--- config.mk ---
export PLATFORM = sky130hd
export DESIGN_NAME = vn3d_lerp
export DESIGN_NICKNAME = d
export VERILOG_FILES = /design/src/hw/rtl/vn3d_pkg.sv /design/src/hw/rtl/vn3d_lerp.sv
export SDC_FILE = /design/constraint.sdc
export NUM_CORES = 2
export LEC_CHECK = 0
export BUFFER_PORTS_ARGS = -buffer_cell sky130_fd_sc_hd__buf_2
export CAP_MARGIN = 20
export CORE_ASPECT_RATIO = 1.75
export CORE_MARGIN = 1.5
export CORE_UTILIZATION = 45
export CTS_CLUSTER_DIAMETER = 60
export CTS_CLUSTER_SIZE = 40
export DETAILED_ROUTE_END_ITERATION = 8
export PLACE_DENSITY = 0.67
export SLEW_MARGIN = 0
export SYNTH_ARGS = -nofsm -noshare
export SYNTH_HDL_FRONTEND = slang
export SYNTH_SLANG_ARGS = --single-unit
export TNS_END_PERCENT = 50
--- constraint.sdc ---
create_clock -name clk_i -period 7.85 [get_ports clk_i]
set_input_delay 0.785 -clock clk_i [delete_from_list [all_inputs] [get_ports clk_i]]
set_output_delay 0.785 -clock clk_i [all_outputs]
set_load 0.05 [all_outputs]
--- src/hw/rtl/vn3d_pkg.sv ---
// ----------------------------------------------------------------------------
// vn3d_pkg
// Shared widths and constants for the 3D value noise pipeline.
// ----------------------------------------------------------------------------
package vn3d_pkg;

  localparam int unsigned FracBits  = 16;
  localparam int unsigned CoordW    = 32;
  localparam int unsigned IdxW      = 32;
  localparam int unsigned ValW      = 32;
  localparam int unsigned WeightW   = FracBits + 1;

  localparam logic [IdxW-1:0] StrideY  = 32'd400;
  localparam logic [IdxW-1:0] StrideZ  = 32'd160000;
  localparam logic [31:0]     HashMulA = 32'd15731;
  localparam logic [31:0]     HashAddA = 32'd789221;
  localparam logic [31:0]     HashAddB = 32'd1376312589;
  localparam logic [31:0]     HashMask = 32'h7fffffff;
  localparam logic [31:0]     HashOne  = 32'h40000000;

  typedef logic [WeightW-1:0] weight_t;
  typedef logic signed [ValW-1:0] val_t;

endpackage

--- src/hw/rtl/vn3d_lerp.sv ---
// ----------------------------------------------------------------------------
// vn3d_lerp
// Registered linear blend p*(1-s) + q*s with rounding and floor shift.
// ----------------------------------------------------------------------------
module vn3d_lerp (
  input  logic                clk_i,
  input  vn3d_pkg::val_t      p_i,
  input  vn3d_pkg::val_t      q_i,
  input  vn3d_pkg::weight_t   s_i,
  output vn3d_pkg::val_t      r_o
);

  localparam int unsigned F = vn3d_pkg::FracBits;
  localparam int unsigned W = vn3d_pkg::ValW + F + 3;

  logic signed [F+1:0] s_s, w_s;
  logic signed [W-1:0] pw_q, qs_q, sum;

  assign s_s = $signed({1'b0, s_i});
  assign w_s = $signed((F+2)'(1 << F)) - s_s;
  assign sum = pw_q + qs_q + W'(1 << (F-1));

  // widen before the product so nothing is lost at 32 bits
  always_ff @(posedge clk_i) begin
    pw_q <= W'(p_i) * W'(w_s);
    qs_q <= W'(q_i) * W'(s_s);
  end

  // arithmetic shift is the floor
  assign r_o = vn3d_pkg::val_t'(sum >>> F);

endmodule

==> results.py <==
metrics = {
    "routing": {
        "drcViolationCount": 0,
        "route.antenna.remaining_nets": 0,
        "firstDrtPassIters": 6,
        "violation_count_after_the_first_detailed_route_iteration": 1543,
        "route.detailed.vias_per_inst": 5.25,
        "drt_wl_total_um": 117000,
        "vias": 31800,
        "wire_per_inst_um": 19.3,
    },
    "logic_synthesis": {
        "postSynth.topFlopCell": "dfxtp_1",
        "post_synth.cell_area_avg_um2": 8.94,
        "mappedNetlistNets": 6139,
        "synth-edff-count": 0,
        "synth_cell_types": 64,
        "synth.yosys.seq_area_share_pct": 4.59,
        "synthCells": 4686,
        "synth_async_sr_flop_share_pct": 0,
        "flip_flop_and_latch_count_after_synthesis": 96,
        "ys.warnings.count": 0,
        "post_synth_instance_area_mm2": 0.0419,
    },
    "placement": {
        "dpl_worst_slack_ns": -0.683,
        "dpl.cell_count": 6022,
        "gp_routability_congestion": 0.958,
        "port-buffer-count": 113,
        "hpwl_after_detailed_placement_um": 97800,
    },
    "worst_setup_path": {
        "timing.critical_path.slowest_cell_delay_ns": 0.59,
        "cp_slowest_cell": "or4_4",
        "req_time_crit_path_ns": 8.13,
        "setup.worst_path.class": "in -> reg",
        "crit_arrival_ns": 8.07,
        "timing.critical_path.from_type": "input pin",
        "end_kind": "flip-flop",
        "crit_fanout": 7,
        "crit_path_frequent_cell": "fa_1",
    },
    "sta": {
        "finalWorstSetupSlack_ns": 0.0660,
        "fin_crit_sh_pct": 99.2,
        "finalHoldViolCount": 0,
        "setup_violations": 0,
        "rsz0062_at_grt": "yes",
        "timing.final.crit_period_ns": 7.78,
        "fmaxAchievable_mhz": 128,
        "finalMaxSlewViolations": 0,
        "worst_pin_slew_ns": 0.839,
        "worst_slew_margin_rel_pct": 43.8,
        "fin_tns_setup_ns": 0,
    },
    "run": {
        "cap_viol_max_count": 0,
    },
    "final_layout": {
        "final_layout_size_suffix_gt1_share_pct": 10.1,
        "syn2layout_area_growth_pct": 10.4,
        "stdcell_count": 6050,
        "most-common-layout-cells": "inv_1 (1137), fa_1 (1045), nand2_1 (765)",
        "fin_nets": 6306,
        "final_common_cell": "inv_1",
        "antenna_cells_inserted": 0,
    },
    "global_routing": {
        "number_of_antenna_violations_at_the_first_check_in_global_routing": 4,
        "groute.usage.overall_pct": 26.0,
        "grt_max_degree": 41,
        "grt_first_pass_wirelength_um": 189000,
        "gr_ovfl_total": 0,
        "first_global_vias": 36100,
    },
    "min_path": {
        "hold_path_class": "in -> reg",
        "hold-path-cell-count": 2,
    },
    "die": {
        "fp.dieW_um": 234,
        "core_area_mm2": 0.0920,
        "die_area_mm2": 0.0950,
        "initial_core_util_pct": 45.6,
        "top_level_ports": 114,
        "die_h_um": 407,
        "placementRows": 147,
    },
    "cts": {
        "h-tree-depth": 3,
        "cts_tree": "done",
        "clk_root_buffer_cell": "clkbuf_16",
        "clkTransAtPathRegs_ns": 0.07,
        "clock_path_buffers": 2,
        "clock_sinks": 96,
        "numCtsBuffers": 9,
    },
    "outcome": {
        "run_status": "complete, no violations",
    },
}
-- sequential cells by signal, indices dropped and copies added, names as in the netlist --
signal and cells:
qs_q 48, pw_q 48
-- worst max-delay path, delay by kind of cell --
| family | cells | cell delay [ns] |
|---|---|---|
| adders and majority gates | 7 | 3.35 |
| and+or+nand+nor | 9 | 2.00 |
| AOI/OAI and AO/OA | 5 | 1.07 |
| buffers and inverters | 7 | 0.63 |
| xor gates and xnor gates | 1 | 0.20 |
-- kinds of logic (layout without fill, tap and decap cells) --
| group | count (synthesis) | in the layout | share of synthesized area (%) |
|---|---|---|---|
| DFF | 96 | 96 | 4.59 |
| and+or+nand+nor | 1372 | 1372 | 15.2 |
| adders and majority gates | 1371 | 1371 | 59.7 |
| xor gates and xnor gates | 144 | 144 | 3.01 |
| AOI/OAI and AO/OA | 342 | 342 | 5.22 |
| muxes | 1 | 1 | 0.0239 |
| buffers and inverters | 1360 | 1532 | 12.2 |
-- area by class of cell --
| class | count | area (µm²) |
|---|---|---|
| multi-input cells | 3230 | 35500 |
| clock buffers | 13 | 280 |
| flip-flops and latches | 96 | 1920 |
| clock inverters | 3 | 22.5 |
| inverters | 1147 | 4310 |
| well taps | 1192 | 1490 |
| fillers | 8701 | 45700 |
| repair buffers | 369 | 2740 |
-- metal layers --
metal  global-route usage [%]  vias to the layer above  wire length (µm)
li1                         -                    14000                 -
met1                     28.8                    16400             41300
met2                     48.5                     1033             62100
met3                     2.98                      368              6550
met4                     12.6                        4              6650
met5                        0                        -                28
-- cell usage after synthesis (4+ instances only) --
cell type / n / share of area (%)
inv_1: 1147 / 10
fa_1: 1048 / 50
nand2_1: 768 / 6.9
and2_1: 373 / 5.6
ha_1: 323 / 9.6
clkbuf_1: 186 / 1.7
a21oi_1: 111 / 1.3
nor2_1: 110 / 0.99
xnor2_1: 109 / 2.3
dfxtp_1: 96 / 4.6
o21ai_0: 65 / 0.78
a21o_1: 54 / 0.97
xor2_1: 35 / 0.73
nor3_1: 25 / 0.30
buf_1: 24 / 0.21
o21a_1: 22 / 0.39
nand3_1: 18 / 0.21
nor2b_1: 14 / 0.21
a211oi_1: 13 / 0.23
or2_2: 11 / 0.16
nand2b_1: 10 / 0.15
o21bai_1: 10 / 0.18
nand4_1: 8 / 0.12
and3_1: 7 / 0.10
nor4_1: 7 / 0.10
a21boi_0: 6 / 0.11
a31oi_1: 6 / 0.090
a2111oi_0: 5 / 0.10
o31ai_1: 5 / 0.090
a211o_1: 4 / 0.084
a41oi_1: 4 / 0.084
nand3b_1: 4 / 0.072
o2111ai_1: 4 / 0.084
o211ai_1: 4 / 0.072
or3_1: 4 / 0.060
-- worst paths after layout --
check,startpoint,to,slack [ns]
max,s_i[8],pw_q[44],0.07
min,q_i[0],qs_q[0],0.88
-- what timing repair did --
action	in CTS	in global routing
pin swaps	3	35
hold buffers	0	0
setup endpoints to repair	12	19
setup buffers	3	9
endpoints found under the hold margin	0	0
cloned	0	1
gates resized for setup	22	94
-- per-stage QoR --
stage / utilization [%] / cell area, µm² / hold slack [ns]
finish: 50.3 / 46300 / 0.877
global route: 50.3 / 46300 / 0.880
CTS: 49.8 / 45800 / 0.856
floorplan: - / 42100 / 0.907
global placement: 49.3 / 45400 / 1.25
detailed placement: 49.3 / 45400 / 1.25
Power is left out: the tool's default activity adds up to more than one toggle a clock period on the data nets, which glitch-free logic cannot reach.
