[src/hw/rtl/vn3d_pkg.sv]
// ----------------------------------------------------------------------------
// vn3d_pkg
// Shared widths and constants for the 3D value noise pipeline.
// ----------------------------------------------------------------------------
package vn3d_pkg;

  localparam int unsigned FracBits  = 16;
  localparam int unsigned CoordW    = 32;
  localparam int unsigned IdxW      = 32;
  localparam int unsigned ValW      = 32;
  localparam int unsigned WeightW   = FracBits + 1;

  localparam logic [IdxW-1:0] StrideY  = 32'd400;
  localparam logic [IdxW-1:0] StrideZ  = 32'd160000;
  localparam logic [31:0]     HashMulA = 32'd15731;
  localparam logic [31:0]     HashAddA = 32'd789221;
  localparam logic [31:0]     HashAddB = 32'd1376312589;
  localparam logic [31:0]     HashMask = 32'h7fffffff;
  localparam logic [31:0]     HashOne  = 32'h40000000;

  typedef logic [WeightW-1:0] weight_t;
  typedef logic signed [ValW-1:0] val_t;

endpackage

[src/hw/rtl/vn3d_hash.sv]
// ----------------------------------------------------------------------------
// vn3d_hash
// Corner hash over four register stages: shift-xor, square, second product,
// final product and offset to a Q2.30 corner value.
// ----------------------------------------------------------------------------
module vn3d_hash (
  input  logic                           clk_i,
  input  logic [vn3d_pkg::IdxW-1:0]      idx_i,
  output vn3d_pkg::val_t                 val_o
);

  logic [31:0] a_q, a1_q, a2_q, sq_q, m_q, h_q;
  logic [31:0] a_d;

  assign a_d = idx_i ^ (idx_i << 13);

  always_ff @(posedge clk_i) begin
    a_q  <= a_d;
    sq_q <= a_q * a_q;
    a1_q <= a_q;
    m_q  <= sq_q * vn3d_pkg::HashMulA + vn3d_pkg::HashAddA;
    a2_q <= a1_q;
    h_q  <= a2_q * m_q + vn3d_pkg::HashAddB;
  end

  assign val_o = vn3d_pkg::val_t'(vn3d_pkg::HashOne - (h_q & vn3d_pkg::HashMask));

endmodule

[config.mk]
export PLATFORM = sky130hd
export DESIGN_NAME = vn3d_hash
export DESIGN_NICKNAME = d
export VERILOG_FILES = /design/src/hw/rtl/vn3d_pkg.sv /design/src/hw/rtl/vn3d_hash.sv
export SDC_FILE = /design/constraint.sdc
export NUM_CORES = 2
export LEC_CHECK = 0
export CAP_MARGIN = 10
export CORE_MARGIN = 2
export CORE_UTILIZATION = 28
export DETAILED_ROUTE_END_ITERATION = 12
export DONT_BUFFER_PORTS = 1
export PLACE_DENSITY_LB_ADDON = 0.15
export SYNTH_ARGS = -nofsm -noshare
export SYNTH_HDL_FRONTEND = slang
export SYNTH_SLANG_ARGS = --single-unit
[constraint.sdc]
create_clock -name clk_i -period 9.6 [get_ports clk_i]
set_input_delay 0.48 -clock clk_i [delete_from_list [all_inputs] [get_ports clk_i]]
set_output_delay 0.48 -clock clk_i [all_outputs]
set_load 0.1 [all_outputs]
==> flow_summary.json <==
{
  "run_status": "finished clean",
  "io-pin-count": 65,
  "drc": 0,
  "synth.distinct_cells": 58,
  "grt_overflow": 0,
  "grt_pass1_vias": 28343,
  "crit_path_frequent_cell": "sky130_fd_sc_hd__fa_1",
  "layoutNonFillerInstCount": 5714,
  "clock-skew-final_ns": 0.0206,
  "yosysWarnings": 0,
  "dominantRegCellSynth": "sky130_fd_sc_hd__dfxtp_1",
  "cts.root.buffer_cell": "sky130_fd_sc_hd__clkbuf_16",
  "gp_routability_congestion": 0.796,
  "ys_async_sr_fraction_pct": 0,
  "mostFrequentLayoutCell": "sky130_fd_sc_hd__inv_1",
  "start_util_pct": 28.3,
  "die-area_um2": 140000,
  "chipWidth_um": 374,
  "tritoncts": "built",
  "antenna_violations_before_repair": 8,
  "timing.critical_path.from_type": "register",
  "most-common-layout-cells": "sky130_fd_sc_hd__inv_1, sky130_fd_sc_hd__fa_1, sky130_fd_sc_hd__ha_1, sky130_fd_sc_hd__and2_1, sky130_fd_sc_hd__nand2_1",
  "required_ns": 9.98,
  "cts.reportedPaths.clkPinSlew_ns": 0.08,
  "routed_wire_length_per_instance_um": 17.5,
  "num_vias": 24336,
  "n_antenna_cell": 0,
  "tritoncts.num_buffers": 17,
  "post_route_clock_period_utilization_pct": 83.5,
  "grt_start_max_net_pins": 33,
  "synth-seq-cells": 183,
  "worst_skew_pair.late_latency_ns": 0.52,
  "drt_iter0_markers": 857,
  "critPathSlowestCell": "sky130_fd_sc_hd__dfxtp_1",
  "cts_setup_buffers": 0,
  "floorplan.die.height_um": 374,
  "htree_levels": 4,
  "crit_family": "adder cells",
  "max-clock-path-buffers": 2,
  "transition_at_the_pin_with_the_smallest_max_transition_slack_ns": 1.23,
  "gr-usage-all-layers_pct": 15.2,
  "synth_cells": 3930,
  "max_freq_mhz": 125,
  "setup-violations-final": 0,
  "detailedPlacementHpwl_mm": 84.5,
  "rows": 135,
  "layout-area-overhead-vs-synth_pct": 8.49,
  "maxCapViolCount": 0,
  "wirelength_mm": 99.8,
  "clock_sink_count": 183,
  "layout-drive-gt1-share_pct": 3.61,
  "place_inst": 5663,
  "route.detailed.vias_per_inst": 4.26,
  "worstPathMaxFanout": 22,
  "drt_pass1_iterations": 4,
  "place.port_buffers": 0,
  "grt_pass1_wl_mm": 162,
  "slew_headroom_pct": 17.8,
  "buffers_plus_inverters_on_the_worst_setup_path": 4,
  "post-route-min-period_ns": 8.02,
  "rsz0062_at_grt": "false",
  "timing.critical_path.to_type": "register",
  "maxSlewViolCount": 0,
  "avgSynthCellArea_um2": 9.75,
  "worst-endpoint-arrival_ns": 8.39,
  "setup.worst_path.class": "register to register",
  "synth_seq_area_share_pct": 9.56,
  "synth-edff-count": 0,
  "post_synth_instance_area_um2": 38300,
  "cpPeakStageDelay_ns": 0.96,
  "num-nets-final": 5220,
  "drt.antenna.violating_nets": 0,
  "design.core.area_um2": 136000,
  "hold_viol": 0,
  "cell_by_cell_trace_of_the_critical_path": "and2_1, fa_1, fa_1, fa_1, inv_1, fa_1, inv_1, fa_1, inv_1, fa_1, inv_1, fa_1, fa_1, ha_1, or4_1, a311oi_1, o21a_1, o21ai_1, a22oi_1, o21ai_0, a31oi_1, xnor2_1",
  "setup-tns-final_ns": 0,
  "min-delay-path-class": "input pin to register"
}
==> flip-flops by register name (all words and copies together) (netlist names) <==
name,count
a2_q,31
h_q,31
a1_q,30
m_q,30
sq_q,30
a_q,31
==> synth_stat cells, types with 3 or more instances <==
| library cell | instances | area (um^2) |
|---|---|---|
| sky130_fd_sc_hd__nor4_1 | 6 | 37.5 |
| sky130_fd_sc_hd__nand2b_1 | 11 | 68.8 |
| sky130_fd_sc_hd__o21bai_1 | 11 | 82.6 |
| sky130_fd_sc_hd__o21ai_1 | 3 | 15.0 |
| sky130_fd_sc_hd__and3_1 | 7 | 43.8 |
| sky130_fd_sc_hd__or4_1 | 7 | 52.6 |
| sky130_fd_sc_hd__fa_1 | 866 | 17300 |
| sky130_fd_sc_hd__a21o_1 | 38 | 285 |
| sky130_fd_sc_hd__dfxtp_1 | 183 | 3660 |
| sky130_fd_sc_hd__o21a_1 | 9 | 67.6 |
| sky130_fd_sc_hd__nand4_1 | 4 | 25.0 |
| sky130_fd_sc_hd__nor3_1 | 24 | 120 |
| sky130_fd_sc_hd__inv_1 | 1035 | 3880 |
| sky130_fd_sc_hd__a211o_1 | 5 | 43.8 |
| sky130_fd_sc_hd__mux2i_1 | 3 | 30.0 |
| sky130_fd_sc_hd__a21oi_1 | 59 | 295 |
| sky130_fd_sc_hd__and2_1 | 382 | 2390 |
| sky130_fd_sc_hd__a41oi_1 | 4 | 35.0 |
| sky130_fd_sc_hd__nand3_1 | 18 | 90.1 |
| sky130_fd_sc_hd__or2_2 | 7 | 43.8 |
| sky130_fd_sc_hd__xor2_1 | 64 | 561 |
| sky130_fd_sc_hd__nor2b_1 | 15 | 93.8 |
| sky130_fd_sc_hd__or3_1 | 7 | 43.8 |
| sky130_fd_sc_hd__a31oi_1 | 5 | 31.3 |
| sky130_fd_sc_hd__a211oi_1 | 6 | 45.0 |
| sky130_fd_sc_hd__nor2_1 | 57 | 214 |
| sky130_fd_sc_hd__clkbuf_1 | 113 | 424 |
| sky130_fd_sc_hd__nand2_1 | 335 | 1260 |
| sky130_fd_sc_hd__a221oi_1 | 4 | 35.0 |
| sky130_fd_sc_hd__ha_1 | 401 | 5020 |
| sky130_fd_sc_hd__o21ai_0 | 38 | 190 |
| sky130_fd_sc_hd__xnor2_1 | 168 | 1470 |
==> worst paths after layout <==
| path | startpoint | end | slack (ns) | cells past startpoint |
|---|---|---|---|---|
| worst max-delay path | m_q[9] | h_q[30] | 1.58 | 22 |
| worst min-delay path | idx_i[7] | a_q[20] | 0.06 | 1 |
| worst max register to register | m_q[9] | h_q[30] | 1.58 | 22 |
| worst min register to register | a1_q[5] | a2_q[5] | 0.33 | 0 |
==> cells by family (layout without fill, tap and decap cells) <==
family	after synthesis	after routing	share of synthesized area [%]
other	2	6	0.0196
DFF	183	183	9.56
adders and majority gates	1267	1267	58.3
AOI/OAI and AO/OA	205	205	3.52
xor gates and xnor gates	232	232	5.30
muxes	3	3	0.0784
buffers and inverters	1149	1148	11.3
and+or+nand+nor	889	889	11.9
==> area by class of cell <==
type	instances	area, um^2
Clock inverter	13	140
Fill cell	14366	94100
Timing Repair Buffer	81	656
Multi-Input combinational cell	2602	30600
Inverter	1035	3880
Tap cell	1781	2230
Sequential cell	183	3670
Clock buffer	19	433
==> layer usage <==
metal	GRT usage [%]	vias up	wire length, um
met5	0	-	0
met4	3.49	0	1710
met3	1.77	79	2700
met2	26.5	292	48800
met1	20.0	12534	46600
li1	-	11431	-
==> repair_timing <==
action,CTS,global route
hold buffers,19,0
endpoints found under the hold margin,19,0
gates resized for setup,0,0
==> per-stage QoR <==
stage / utilization [%] / area (um^2) / setup slack, ns / hold slack, ns
6_report: 30.7 / 41600 / 1.58 / 0.0560
5_1_grt: 30.7 / 41600 / 1.22 / 0.0213
4_1_cts: 30.7 / 41600 / 1.50 / 0.000257
3_5_place_dp: 30.1 / 40800 / 1.49 / 0.312
3_3_place_gp: 30.1 / 40800 / 1.58 / 0.311
2_1_floorplan: - / 38300 / 2.63 / 0.310
Power is not shown: default switching activity piles up to over one toggle a cycle in this logic, so the estimate is an artifact.
