File: config.mk
export PLATFORM = sky130hd
export DESIGN_NAME = vn3d_smooth
export DESIGN_NICKNAME = d
export VERILOG_FILES = /design/src/hw/rtl/vn3d_pkg.sv /design/src/hw/rtl/vn3d_smooth.sv
export SDC_FILE = /design/constraint.sdc
export NUM_CORES = 1
export LEC_CHECK = 0
export ABC_AREA = 1
export BUFFER_PORTS_ARGS = -buffer_cell sky130_fd_sc_hd__buf_2
export CAP_MARGIN = 5
export CORE_ASPECT_RATIO = 1.4
export CORE_MARGIN = 1
export CORE_UTILIZATION = 37
export DETAILED_ROUTE_END_ITERATION = 16
export PLACE_DENSITY_LB_ADDON = 0.25
export SKIP_LAST_GASP = 1
export SLEW_MARGIN = 20
export SYNTH_ARGS = -nofsm -noshare
export SYNTH_HDL_FRONTEND = slang
export SYNTH_SLANG_ARGS = --single-unit
File: constraint.sdc
create_clock -name clk_i -period 6.1 [get_ports clk_i]
set_clock_uncertainty 0.05 [all_clocks]
set_input_delay 1.22 -clock clk_i [delete_from_list [all_inputs] [get_ports clk_i]]
set_output_delay 1.22 -clock clk_i [all_outputs]
set_load 0.03 [all_outputs]
File: src/hw/rtl/vn3d_pkg.sv
// ----------------------------------------------------------------------------
// vn3d_pkg
// Shared widths and constants for the 3D value noise pipeline.
// ----------------------------------------------------------------------------
package vn3d_pkg;

  localparam int unsigned FracBits  = 16;
  localparam int unsigned CoordW    = 32;
  localparam int unsigned IdxW      = 32;
  localparam int unsigned ValW      = 32;
  localparam int unsigned WeightW   = FracBits + 1;

  localparam logic [IdxW-1:0] StrideY  = 32'd400;
  localparam logic [IdxW-1:0] StrideZ  = 32'd160000;
  localparam logic [31:0]     HashMulA = 32'd15731;
  localparam logic [31:0]     HashAddA = 32'd789221;
  localparam logic [31:0]     HashAddB = 32'd1376312589;
  localparam logic [31:0]     HashMask = 32'h7fffffff;
  localparam logic [31:0]     HashOne  = 32'h40000000;

  typedef logic [WeightW-1:0] weight_t;
  typedef logic signed [ValW-1:0] val_t;

endpackage

File: src/hw/rtl/vn3d_smooth.sv
// ----------------------------------------------------------------------------
// vn3d_smooth
// Smoothstep of the fraction bits; f*f and 3-2f are registered.
// ----------------------------------------------------------------------------
module vn3d_smooth (
  input  logic                            clk_i,
  input  logic [vn3d_pkg::FracBits-1:0]   frac_i,
  output vn3d_pkg::weight_t               s_o
);

  localparam int unsigned F = vn3d_pkg::FracBits;

  logic [2*F-1:0] fsq;
  logic [F:0]     sq_q;
  logic [F+1:0]   k_q;
  logic [2*F+2:0] prod;

  assign fsq  = frac_i * frac_i;
  assign prod = sq_q * k_q + (2*F+3)'(1 << (F-1));

  always_ff @(posedge clk_i) begin
    sq_q <= (F+1)'((fsq + (2*F)'(1 << (F-1))) >> F);
    k_q  <= (F+2)'(3 << F) - {frac_i, 1'b0};
  end

  assign s_o = vn3d_pkg::weight_t'(prod >> F);

endmodule

==> flow_summary_export.csv, run 1 <==
group,metric,value,unit
sta,fmax,149.9,MHz
floorplan,rows,96,
sta,worst_slack,-0.5722,ns
worst_setup_path,crit_path_max_fanout,6,
run_status,violations,"setup timing",
yosys,synth_adder_area_share,54.72,%
floorplan,die_h,267.3,µm
global_route,grt_pass1_vias,17190,
route,vias,15790,
layout,fin_util,47.66,%
global_route,grt_use_total,19.89,%
clock_tree,htreeDepth,2,
route,detail-route-antenna-nets,0,
placement,dp_hpwl,43180,µm
clock_tree,clock_path_buffers,2,
worst_setup_path,crit_path_start,"k_q[7]",
route,top_layer,"met4",
worst_setup_path,crit_family,"adder cells",
route,drt_iter0_drc,558,
route,wl_met3,959,µm
yosys,yosysWarnings,0,
job,cap_viol_max_count,0,
placement,port_buffers,33,
worst_setup_path,cp.arrival,5.40,ns
yosys,yosys.area_share.xor_xnor,1.413,%
floorplan,core_region_area,0.04937,mm²
worst_setup_path,start_kind,"flop",
placement,dpl_cell_area,0.02159,mm²
layout,syn_to_final_growth,26.51,%
global_route,grt_pass1_wl,81500,µm
yosys,synthSimpleGateAreaFrac,18.99,%
worst_setup_path,path_class,"flop to output port",
route,wl_met2,27680,µm
sta,slew_violations,0,
yosys,syn_inst,2539,
layout,final_common_cell,"inv_1",
worst_hold_path,min_path_type,"input port to flop",
route,drtPass1Iterations,6,
route,wl_per_cell,14.38,µm
route,drt-total-wl,49010,µm
worst_setup_path,crit_slowest_cell,"fa_2",
placement,gp_congestion,0.9450,
layout,layout.cells.non_filler,3408,
layout,drive_above_1_share,24.50,%
sta,finalSetupViolCount,17,
layout,antenna_cells,0,
clock_tree,numCtsBuffers,5,
worst_setup_path,path_cells,"buf_8, nand2_4, inv_2, fa_1, inv_2, fa_2, fa_1, inv_2, fa_2, fa_1, inv_2, fa_1, inv_2, ha_4, nand2_8, nor2_4, inv_2, nor3_2, nand2_1, nand2_4, buf_12, xor2_4, buf_6",
floorplan,ios,34,
floorplan,die_w,191.5,µm
clock_tree,cts_tree,"built",
worst_hold_path,hold_path_depth,2,
worst_setup_path,cp_num_buf_inv,9,
route,wl_met1,18640,µm
clock_tree,clk_root_buffer_cell,"clkbuf_16",
floorplan,die_area,0.05118,mm²
sta,hold_viol_final,0,
sta,finalCriticalPeriod,6.672,ns
sta,tns,-8.459,ns
yosys,synth.cell_area,0.01860,mm²
route,via_per_inst,4.633,
global_route,antenna_found_initial,0,
worst_setup_path,end_kind,"output port",
yosys,synth_top_family_by_area,"adder cells",
sta,relSlewSlack,69.65,%
yosys,synth_nets,3148,
clock_tree,clk_pin_slew,0.05,ns
sta,post-route-period-util,109.4,%
sta,worstMarginPinSlew,0.4546,ns
yosys,syn_area_per_cell,7.325,µm²
layout,final_cell_mix,"inv_1 (728), nand2_1 (580), fa_1 (351)",
worst_setup_path,crit_path_max_incr_delay,0.53,ns
global_route,overflow,0,
worst_setup_path,crit_end,"s_o[0]",
sta,rsz0062_at_grt,"true",
yosys,synth_compound_area_share,3.249,%
yosys,yosys-mux-area-fraction,0,%
global_route,grt_max_degree,14,
yosys,synth-seq-cells,33,
floorplan,initial_core_util,37.67,%
layout,finalInstanceArea,0.02353,mm²
yosys,ys_seq_area_share,3.552,%
yosys,synthDistinctLibCells,36,
worst_setup_path,worstSetupPathDepth,23,
clock_tree,clock_sinks,33,
run_status,status,"finished with violations",
placement,dp_cells,3363,
layout,fin_nets,3379,
worst_setup_path,crit_required,4.83,ns
route,drc,0,
worst_setup_path,crit_top_cell,"inv_2",
-- worst min path at each step --
stage | start | end | slack [ns]
floorplan | frac_i[0] | k_q[1] | 1.20
global placement | frac_i[0] | k_q[1] | 1.61
detailed placement | frac_i[0] | k_q[1] | 1.61
CTS | frac_i[0] | k_q[1] | 1.32
global route | frac_i[0] | k_q[1] | 1.33
finish | frac_i[0] | k_q[1] | 1.33
-- layout make-up --
type / count / area (µm²)
Tap cell: 637 / 797.0
Multi-Input combinational cell: 1617 / 15980
Clock inverter: 1 / 5.005
Timing Repair Buffer: 319 / 2856
Clock buffer: 7 / 152.6
Inverter: 794 / 2997
Sequential cell: 33 / 743.2
Fill cell: 4783 / 25840
-- cells by family (layout without fill, tap and decap cells) --
family | after synthesis | in the layout
DFF | 33 | 33
xor gates and xnor gates | 30 | 30
buffers and inverters | 889 | 1121
AOI/OAI and AO/OA | 116 | 116
and+or+nand+nor | 879 | 879
adders and majority gates | 592 | 592
-- Yosys cell counts (all sizes together) --
master  count  area, µm²
inv       793       2977
nand2     689       2599
fa        369       7387
ha        223       2790
nor2       90      352.8
clkbuf     79      296.5
a21oi      63      319.1
nand3      57      300.3
o21ai      44      220.2
dfxtp      33      660.6
xor2       19      166.4
buf        16      83.82
nand4      16      106.4
nor3       15      96.35
xnor2      11      96.34
o21bai      6      45.04
nor4        5      31.28
or2         3      18.77
a31oi       2      12.51
and2        2      12.51
a21o        1      7.510
clkinv      1      5.000
nand2b      1      6.260
nand3b      1      7.510
-- state kept, by name, indices dropped and copies added, names as in the netlist --
| name | count |
|---|---|
| sq_q | 16 |
| k_q | 17 |
-- per-layer routing --
metal / vias to the layer above / GRT usage [%]
met5: - / 0
met4: 0 / 6.521
met3: 97 / 0.7207
met2: 294 / 40.42
met1: 7712 / 21.47
li1: 7687 / -
-- through the flow --
| stage | hold slack, ns | setup slack [ns] |
|---|---|---|
| 6_report | 1.329 | -0.5722 |
| 5_1_grt | 1.331 | -0.7721 |
| 4_1_cts | 1.321 | -0.5468 |
| 3_5_place_dp | 1.613 | -0.6847 |
| 3_3_place_gp | 1.611 | -0.6772 |
| 2_1_floorplan | 1.198 | -0.01500 |
-- what timing repair did --
action,in CTS,in global routing
pin swaps,49,117
cloned,1,2
buffers inserted,12,24
hold buffers,0,0
endpoints found under the setup margin,18,33
gates resized for setup,166,285
Power of run 1 is left out: the tool's default activity adds up to more than one toggle a clock period on the data nets, which glitch-free logic cannot reach.
==> inputs of run 2 (changes only) <==
==> constraint.sdc (replaced) <==
create_clock -name clk_i -period 5.9 [get_ports clk_i]
set_clock_uncertainty 0.05 [all_clocks]
set_input_delay 1.18 -clock clk_i [delete_from_list [all_inputs] [get_ports clk_i]]
set_output_delay 1.18 -clock clk_i [all_outputs]
set_load 0.03 [all_outputs]
==> flow_summary_export.csv, run 2 (same netlist as run 1, synthesis figures left out) <==
group,metric,value,unit
run_status,status,"finished with violations",
run_status,violations,"setup timing",
clock_tree,clock_path_buffers,2,
global_route,grt_max_degree,17,
layout,top_register,"k_q",
global_route,antenna_found_initial,0,
global_route,overflow,0,
clock_tree,clk_root_buffer_cell,"clkbuf_16",
layout,seq_area,724.4,µm²
worst_setup_path,crit_required,4.67,ns
sta,fmax,149.7,MHz
floorplan,die_h,267.3,µm
placement,dp_worst_setup_slack,-0.7835,ns
floorplan,die_w,191.5,µm
sta,post-route-period-util,113.2,%
global_route,grt_pass1_wl,81760,µm
route,wl_per_cell,14.24,µm
route,detail-route-antenna-nets,0,
placement,dp_hpwl,42660,µm
clock_tree,numCtsBuffers,5,
route,via_per_inst,4.651,
worst_setup_path,crit_path_max_fanout,6,
worst_setup_path,start_kind,"flop",
placement,dpl_cell_area,0.02165,mm²
sta,worstMarginPinSlew,0.5339,ns
clock_tree,clk_pin_slew,0.05,ns
global_route,grt_use_total,19.87,%
route,drt_iter0_drc,485,
placement,gp_congestion,0.9061,
worst_hold_path,min_path_type,"input port to flop",
route,drtPass1Iterations,7,
sta,finalSetupViolCount,17,
route,drt-total-wl,48300,µm
layout,antenna_cells,0,
floorplan,core_region_area,0.04937,mm²
sta,relSlewSlack,64.03,%
layout,fin_nets,3362,
job,cap_viol_max_count,0,
layout,largest_reg_flops,17,
layout,finalInstanceArea,0.02337,mm²
floorplan,rows,96,
clock_tree,cts_tree,"built",
sta,worst_slack,-0.7788,ns
placement,port_buffers,33,
sta,finalCriticalPeriod,6.679,ns
layout,final_common_cell,"inv_1",
floorplan,die_area,0.05118,mm²
sta,slew_violations,0,
layout,syn_to_final_growth,25.66,%
sta,hold_viol_final,0,
floorplan,ios,34,
clock_tree,clock_sinks,33,
layout,fillCellCount,4835,
clock_tree,htreeDepth,2,
worst_setup_path,cp.arrival,5.45,ns
sta,tns,-11.49,ns
route,drc,0,
route,vias,15770,
floorplan,initial_core_util,37.67,%
layout,reg_top3,"k_q x17, sq_q x16",
layout,drive_above_1_share,23.38,%
sta,rsz0062_at_grt,"true",
layout,final_cell_mix,"inv_1 (754), nand2_1 (599), fa_1 (347)",
clock_tree,cts_hold_buf,0,
layout,multi_input_area,0.01603,mm²
worst_setup_path,path_class,"flop to output port",
worst_setup_path,end_kind,"output port",
global_route,grt_pass1_vias,17530,
==> run 2: routing by layer <==
metal	track usage [%]	part of all wire, %
met1	21.67	38
met3	0.8780	1.9
met4	5.641	2.9
met2	40.42	57
met5	0	0
==> run 2: stage by stage <==
| stage | hold WS [ns] | util (%) | instances |
|---|---|---|---|
| after detailed placement | 1.582 | 43.85 | 3353 |
| final | 1.273 | 47.34 | 3391 |
| after floorplan | 1.158 | - | 2539 |
| after global placement | 1.592 | 43.85 | 3353 |
| after global routing | 1.282 | 47.34 | 3391 |
| after CTS | 1.287 | 45.96 | 3377 |
==> run 2: path summary, 6_finish.rpt <==
kind              cells past startpoint      start  endpoint  slack [ns]
setup / recovery                     22    sq_q[4]   s_o[12]       -0.78
hold / removal                        3  frac_i[3]    k_q[4]        1.27
==> run 2: worst max-delay path: stages, from the launching register on <==
cell	delay, ns
dfxtp_4	0.41
buf_6	0.15
buf_4	0.11
nand2_1	0.06
fa_1	0.54
inv_1	0.05
fa_1	0.45
fa_1	0.51
fa_1	0.43
fa_1	0.49
inv_1	0.05
fa_1	0.49
inv_2	0.05
ha_4	0.30
nand2_4	0.08
nor2_4	0.12
nand2_2	0.09
nor4_2	0.23
nand2_1	0.18
nand2_1	0.11
nand2_2	0.06
nand2_4	0.06
buf_6	0.12
==> run 2: timing repair <==
item	CTS	global route
resized for setup	202	166
endpoints found under the setup margin	29	33
cloned	0	1
pin swaps	47	67
setup buffers	16	15
==> run 2: layout make-up <==
type / count / area share (%)
Clock buffer: 6 / 0.5943
Tap cell: 637 / 3.410
Clock inverter: 2 / 0.1606
Timing Repair Buffer: 302 / 11.37
Inverter: 794 / 12.79
Sequential cell: 33 / 3.100
Multi-Input combinational cell: 1617 / 68.58
Power of run 2 is left out for the same reason.
